$ cat config.mk
export PLATFORM = sky130hd
export DESIGN_NAME = dgas_front
export DESIGN_NICKNAME = d
export VERILOG_FILES = /design/src/dgas_pkg.sv /design/src/dgas_front.sv
export SDC_FILE = /design/constraint.sdc
export NUM_CORES = 1
export LEC_CHECK = 0
export BUFFER_PORTS_ARGS = -buffer_cell sky130_fd_sc_hd__buf_2
export CORE_UTILIZATION = 38
export CTS_BUF_LIST = sky130_fd_sc_hd__clkbuf_16
export DETAILED_ROUTE_END_ITERATION = 10
export PLACE_DENSITY = 0.74
export REMOVE_ABC_BUFFERS = 1
export SETUP_SLACK_MARGIN = 0.4
export SLEW_MARGIN = 40
export SYNTH_ARGS = -nofsm -noshare
export SYNTH_HDL_FRONTEND = slang
export SYNTH_SLANG_ARGS = --single-unit
$ cat constraint.sdc
create_clock -name i_clk -period 1.5 [get_ports i_clk]
set_input_delay 0.3 -clock i_clk [delete_from_list [all_inputs] [get_ports i_clk]]
set_output_delay 0.3 -clock i_clk [all_outputs]
set_load 0.01 [all_outputs]
$ cat src/dgas_pkg.sv
// ----------------------------------------------------------------------------
// dgas_pkg
// Shared types and constants for the directed graph adjacency store.
// ----------------------------------------------------------------------------
package dgas_pkg;

    // vertex ids are 6 bits wide, so rows hold one bit per possible id
    localparam int MAX_VERTICES = 64;
    localparam int ID_W         = 6;
    localparam int ROW_W        = 2 ** ID_W;
    localparam int CNT_W        = 7;
    localparam int EDGE_W       = 13;
    localparam int BYTE_W       = 23;
    localparam int CFG_W        = 10;
    localparam int PROD_W       = CNT_W + CFG_W;

    localparam logic [BYTE_W-1:0] BYTE_MAX = {BYTE_W{1'b1}};
    localparam logic [ROW_W-1:0]  ROW_ONE  = {{(ROW_W-1){1'b0}}, 1'b1};

    // command queue between front and back
    localparam int QDEPTH = 2;
    localparam int QPTR_W = $clog2(QDEPTH);
    localparam int QCNT_W = $clog2(QDEPTH + 1);

    // configuration port
    localparam int PADDR_W = 3;
    localparam int PDATA_W = 32;
    localparam logic REG_VERTEX_BYTES = 1'b0;
    localparam logic REG_EDGE_BYTES   = 1'b1;
    localparam logic [CFG_W-1:0] VERTEX_BYTES_RST = 10'd64;
    localparam logic [CFG_W-1:0] EDGE_BYTES_RST   = 10'd12;

    // input mode codes
    localparam logic [2:0] MODE_ADD_V  = 3'd0;
    localparam logic [2:0] MODE_REM_V  = 3'd1;
    localparam logic [2:0] MODE_ADD_E  = 3'd2;
    localparam logic [2:0] MODE_REM_E  = 3'd3;
    localparam logic [2:0] MODE_TEST_V = 3'd4;
    localparam logic [2:0] MODE_TEST_E = 3'd5;
    localparam logic [2:0] MODE_LIST   = 3'd6;

    typedef enum logic [2:0] {
        OP_ADD_V,
        OP_REM_V,
        OP_ADD_E,
        OP_REM_E,
        OP_TEST_V,
        OP_TEST_E,
        OP_LIST,
        OP_NONE
    } t_op;

    typedef struct packed {
        t_op             op;
        logic [ID_W-1:0] src;
        logic [ID_W-1:0] tgt;
    } t_cmd;

    typedef enum logic [2:0] {
        ST_IDLE,
        ST_EXEC,
        ST_DEL_WALK,
        ST_DEL_MUL,
        ST_DEL_SUB,
        ST_LIST,
        ST_EMIT
    } t_bstate;

endpackage

$ cat src/dgas_front.sv
// ----------------------------------------------------------------------------
// dgas_front
// Accepts input words, decodes the mode and queues commands for the back end.
// ----------------------------------------------------------------------------
module dgas_front (
    input  logic               i_clk,
    input  logic               i_rst_n,
    input  logic               i_in_valid,
    output logic               o_in_stall,
    input  logic [2:0]         i_mode,
    input  logic [dgas_pkg::ID_W-1:0] i_source_vertex,
    input  logic [dgas_pkg::ID_W-1:0] i_target_vertex,
    output dgas_pkg::t_cmd     o_cmd,
    output logic               o_cmd_valid,
    input  logic               i_pop
);

    dgas_pkg::t_cmd r_q [dgas_pkg::QDEPTH];
    logic [dgas_pkg::QPTR_W-1:0] r_wptr, r_rptr;
    logic [dgas_pkg::QCNT_W-1:0] r_count;
    dgas_pkg::t_cmd cmd_in;
    logic push;

    always_comb begin
        cmd_in.src = i_source_vertex;
        cmd_in.tgt = i_target_vertex;
        case (i_mode)
            dgas_pkg::MODE_ADD_V:  cmd_in.op = dgas_pkg::OP_ADD_V;
            dgas_pkg::MODE_REM_V:  cmd_in.op = dgas_pkg::OP_REM_V;
            dgas_pkg::MODE_ADD_E:  cmd_in.op = dgas_pkg::OP_ADD_E;
            dgas_pkg::MODE_REM_E:  cmd_in.op = dgas_pkg::OP_REM_E;
            dgas_pkg::MODE_TEST_V: cmd_in.op = dgas_pkg::OP_TEST_V;
            dgas_pkg::MODE_TEST_E: cmd_in.op = dgas_pkg::OP_TEST_E;
            dgas_pkg::MODE_LIST:   cmd_in.op = dgas_pkg::OP_LIST;
            default:               cmd_in.op = dgas_pkg::OP_NONE;
        endcase
    end

    assign o_in_stall  = (r_count == dgas_pkg::QCNT_W'(dgas_pkg::QDEPTH));
    assign push        = i_in_valid && !o_in_stall;
    assign o_cmd_valid = (r_count != '0);
    assign o_cmd       = r_q[r_rptr];

    always_ff @(posedge i_clk) begin
        if (!i_rst_n) begin
            r_wptr  <= '0;
            r_rptr  <= '0;
            r_count <= '0;
        end else begin
            if (push) begin
                r_wptr <= (r_wptr == dgas_pkg::QPTR_W'(dgas_pkg::QDEPTH - 1)) ?
                          '0 : r_wptr + 1'b1;
            end
            if (i_pop) begin
                r_rptr <= (r_rptr == dgas_pkg::QPTR_W'(dgas_pkg::QDEPTH - 1)) ?
                          '0 : r_rptr + 1'b1;
            end
            if (push && !i_pop) begin
                r_count <= r_count + 1'b1;
            end else if (!push && i_pop) begin
                r_count <= r_count - 1'b1;
            end
        end
    end

    always_ff @(posedge i_clk) begin
        if (push) begin
            r_q[r_wptr] <= cmd_in;
        end
    end

endmodule

**Word-level counts from Yosys, hierarchy flattened**

Memories as Yosys holds them, arrays and structs flattened. A register that Yosys moved wholly into a read port is not among the register bits.
Cells that the tools add are included.

- Register bits after elaboration: 4
- Memory bits (writable): 30
- Input port bits: 19
- Output and inout bits: 17
- Word-level logic and storage cells: 33
- Memories: 1

- Add/sub/neg operators: 4
- Eq/ne operators: 7
- Muxes and demuxes: 9
- Reductions and logical operators: 9

Memories:

| memory | words | width | rd ports | clocked after memory_dff | wr ports | line | RTL |
|---|---|---|---|---|---|---|---|
| r_q | 2 | 15 | 1 | 1 | 1 | dgas_front.sv:18 | `dgas_pkg::t_cmd r_q [dgas_pkg::QDEPTH];` |

Operator list:

| operator | count |
|---|---|
| $pmux W3 S7 | 1 |
| $eq A3 B3 Y1 const B | 3 |
| $eq A3 B2 Y1 const B | 2 |
| $mux W1 | 6 |
| $mux W2 | 2 |
| $reduce_bool A2 Y1 | 2 |
| $eq A3 B1 Y1 const B | 1 |
| $logic_and A1 B1 Y1 | 3 |
| $logic_not A1 Y1 | 3 |
| $logic_not A3 Y1 | 1 |
| $add A1 B1 Y1 const B | 2 |
| $add A2 B1 Y2 const B | 1 |
| $eq A2 B2 Y1 const B | 1 |
| $sub A2 B1 Y2 const B | 1 |

**Logic depth before layout (Yosys ltp)**

- Depth in word-level cells: 7
- Depth in mapped cells: 7
- Mapped depth without buffers: 7

**Least setup slack after synthesis**

Ideal clock, no wire load.

- Path kind: reg-to-reg
- Start: register r_count[0] (netlist bit)
- End: memory r_q[0][0] (netlist bit), enable pin
- Setup time: 0.386 ns
- Arrival: 1.210 ns
- Required time: 1.114 ns
- Setup slack: -0.096 ns
- Cell stages (with the launch flop): 4
- Path buffers: 0
- Period minus slack after synthesis: 1.596 ns
- Path through: dfxtp_1 nand2b_2 inv_2 nor3_2

- Cells in the longest elaborated chain, start to end: 5

Ends and longest elaborated chain:

| element | line | RTL |
|---|---|---|
| start, declared | dgas_front.sv:20 | `logic [dgas_pkg::QCNT_W-1:0] r_count;` |
| start signal, assigned | dgas_front.sv:59 | `r_count <= r_count + 1'b1;` |
| start signal, assigned | dgas_front.sv:61 | `r_count <= r_count - 1'b1;` |
| $eq A2 B2 Y1 | dgas_front.sv:39 | `assign o_in_stall = (r_count == dgas_pkg::QCNT_W'(dgas_pkg::QDEPTH));` |
| named net o_in_stall | dgas_front.sv:9 | `output logic o_in_stall,` |
| $logic_not A1 Y1 | dgas_front.sv:40 | `assign push = i_in_valid && !o_in_stall;` |
| $logic_and A1 B1 Y1 | dgas_front.sv:40 |  |
| $mux W1 | dgas_front.sv:67 | `if (push) begin` |
| $mux W1 (implied by the code) | dgas_front.sv:68 | `r_q[r_wptr] <= cmd_in;` |
| end, declared | dgas_front.sv:18 |  |

The timed path passes the listed nets, and every way through them passes these cells.

==> impl_metrics.env <==
export IMPL_fin_ws_ns=-0.00385
export IMPL_postLayoutCellArea_mm2=0.00211
export IMPL_clk_pin_slew_ns=0.05
export IMPL_overflow=0
export IMPL_synth_edff_count=30
export IMPL_htree_levels=2
export IMPL_clock_power_share=0.398
export IMPL_cp_max_fo=7
export IMPL_ir_worst_vdd_mv=0.953
export IMPL_grt_use_met2=0.234
export IMPL_syn_inst=75
export IMPL_top_usage_layer="met2"
export IMPL_cts_tree="built"
export IMPL_p_leak_nw=0.867
export IMPL_clockRootBuffer="clkbuf_16"
export IMPL_seq_area_frac_synth=0.752
export IMPL_drcViolationCount=0
export IMPL_dr_total_vias=779
export IMPL_fillCellCount=254
export IMPL_synth_xor_area_frac=0.0197
export IMPL_postSynthAreaPerCell_um2=17.8
export IMPL_slowest_stage="dfxtp_2"
export IMPL_synth_top_family_by_area="multiplexers"
export IMPL_max_freq_mhz=665
export IMPL_row_count=21
export IMPL_synth_cell_types=23
export IMPL_clkLatencyLatePin_ns=0.27
export IMPL_areaGrowthSynthToFinish_pct=58.7
export IMPL_yosysWarnings=0
export IMPL_seq_power_share=0.375
export IMPL_dp_cells=156
export IMPL_timing_slew_headroom=0.836
export IMPL_start_kind="flip-flop"
export IMPL_worst_pin_slew_ns=0.246
export IMPL_synth_compound_area_frac=0.0207
export IMPL_place_ws_ns=-0.0355
export IMPL_synthMuxAreaShare=0.127
export IMPL_min_path_type="input port to flip-flop"
export IMPL_p_sw_mw=0.677
export IMPL_fp_coreArea_mm2=0.00334
export IMPL_required_ns=1.20
export IMPL_die_h_um=61.2
export IMPL_crit_path_end_kind="output pin"
export IMPL_grt_pass1_wl_um=3410
export IMPL_numCtsBuffers=5
export IMPL_grt_max_degree=13
export IMPL_crit_chain="buf_6 -> mux2_4 -> buf_6"
export IMPL_ys_ff_latch=35
export IMPL_syn_area_mm2=0.00133
export IMPL_r2r_setup_slack_ns=0.04
export IMPL_grt_use_total=0.133
export IMPL_hold_buffers=0
export IMPL_violations="negative setup slack"
export IMPL_finalClockSkew_ns=0.00381
export IMPL_final_layout_size_suffix_gt1_frac=0.661
export IMPL_clock_sinks=35
export IMPL_p_int_mw=2.58
export IMPL_maxCapViolCount=0
export IMPL_crit_type="flip-flop to output pin"
export IMPL_crit_top_cell="buf_6"
export IMPL_synth_fa_ha_area_frac=0.00940
export IMPL_drtIter0Drc=5
export IMPL_io_pins=36
export IMPL_dp_hpwl_um=1430
export IMPL_cpPeakStageDelay_ns=0.35
export IMPL_initial_utilization=0.399
export IMPL_final_nets=146
export IMPL_use_met3=0.0546
export IMPL_fin_cells=173
export IMPL_viasPerCell=4.50
export IMPL_port_buffers=35
export IMPL_slew_viol_final=0
export IMPL_swShare=0.208
export IMPL_p_per_area_mw_per_mm2=1540
export IMPL_diodes=0
export IMPL_crit_buf_inv=2
export IMPL_die_w_um=61.2
export IMPL_grt_pass1_vias=786
export IMPL_hold_viol_final=0
export IMPL_grt_setup_unrepaired="true"
export IMPL_power_frac_comb=0.227
export IMPL_ant_nets=0
export IMPL_dieArea_mm2=0.00374
export IMPL_antenna_found_initial=0
export IMPL_period_needed_ns=1.50
export IMPL_setup_viol=3
export IMPL_finalCritPeriodShare=1.00
export IMPL_wl_per_cell_um=13.7
export IMPL_path_delay_family="flip-flops"
export IMPL_finalWirelength_um=2370
export IMPL_run_status="complete, but fails checks"
export IMPL_synth_top_flop_cell="edfxtp_1"
export IMPL_grtUsageMet1=0.139
export IMPL_async_flop_share=0
export IMPL_fin_tns_setup_ns=-0.00666
export IMPL_critPathArrivalTime_ns=1.20
export IMPL_gp_congestion=0.587
export IMPL_cts_path_max_buffers=2
export IMPL_synth_simple_area_share=0.0451
export IMPL_dpl_instance_area_mm2=0.00158
export IMPL_drt_pre_antenna_iters=2
export IMPL_hold_ws_ns=0.219
==> logic make-up after synthesis <==
group	count (synthesis)
DFF	35
muxes	15
and+or+nand+nor	9
buffers and inverters	8
AOI/OAI and AO/OA	4
xor gates and xnor gates	3
adders and majority gates	1
==> power groups by stage <==
stage	clock, mW	sequential (mW)	combinational (mW)
2_1_floorplan	0	1.23	0.225
3_3_place_gp	0	1.22	0.393
3_5_place_dp	0	1.23	0.405
4_1_cts	1.32	1.22	0.680
5_1_grt	1.35	1.23	0.791
6_report	1.30	1.22	0.740
==> final timing paths <==
path / start / endpoint / cells past startpoint
worst min-delay path: i_source_vertex[4] / r_q[1][10]$_DFFE_PP_ / 1
worst max-delay path: flip-flop / o_cmd[7] / 3
worst max register to register: r_count[0]$_SDFFE_PN0P_ / r_count[1]$_SDFFE_PN0P_ / 7
worst min register to register: r_count[1]$_SDFFE_PN0P_ / r_count[1]$_SDFFE_PN0P_ / 2
==> cell usage in the layout, fill, tap and decap left out <==
cell type / instances
edfxtp_1: 30
buf_6: 27
buf_2: 18
mux2_4: 15
clkbuf_16: 5
and2_1: 3
dfxtp_2: 3
inv_1: 2
a21boi_1: 2
bufinv_16: 2
buf_8: 2
dfxtp_1: 2
buf_4: 2
nand2b_4: 1
inv_4: 1
nor2_4: 1
or2_4: 1
xor2_1: 1
and3_4: 1
nor3_4: 1
xnor2_2: 1
o21a_1: 1
xor2_2: 1
o21ai_0: 1
or3_1: 1
ha_4: 1
clkinvlp_4: 1
==> repair_timing <==
| action | 4_1_cts | 5_1_grt |
|---|---|---|
| pin swaps | 4 | 2 |
| gates cloned | 2 | 0 |
| setup endpoints to repair | 49 | 50 |
| resized for setup | 54 | 8 |
| buffers inserted | 5 | 2 |
==> per-stage QoR <==
step	util	power, mW
after floorplan	-	1.46
after global placement	0.473	1.61
after detailed placement	0.473	1.63
after CTS	0.618	3.22
after global routing	0.633	3.38
final	0.633	3.26
==> Yosys cell counts, types with 2 or more instances <==
| library cell | count | area share |
|---|---|---|
| inv_1 | 2 | 0.0056 |
| xor2_1 | 2 | 0.013 |
| edfxtp_1 | 30 | 0.68 |
| mux2_2 | 14 | 0.12 |
| and2_1 | 3 | 0.014 |
| dfxtp_1 | 5 | 0.075 |
| clkbuf_1 | 3 | 0.0085 |
==> cell type report <==
cell class	instances	area [um^2]	area share
Clock inverter	3	67.6	0.0320
Clock buffer	5	125	0.0592
Sequential cell	35	1000	0.475
Multi-Input combinational cell	32	405	0.192
Tap cell	46	57.6	0.0272
Timing Repair Buffer	49	439	0.208
Inverter	3	13.8	0.00651
==> routing by layer <==
| metal | wire, um | vias to the layer above |
|---|---|---|
| met4 | 10 | 0 |
| met2 | 1340 | 30 |
| met5 | 0 | - |
| met1 | 884 | 371 |
| li1 | - | 376 |
| met3 | 136 | 2 |
==> state kept, by name, summed over array words and instances, names as in the netlist, named ones only <==
register  count
r_count       2
r_rptr        1
r_wptr        1
r_q          30
==> worst register-to-register path, cell delays in order, from the launching register on <==
cell	delay [ns]
dfxtp_2	0.32
nand2b_4	0.15
inv_4	0.08
nor2_4	0.04
ha_4	0.16
xor2_2	0.14
or3_1	0.31
a21boi_1	0.17
No activity file was read; power rests on OpenSTA's default activity.
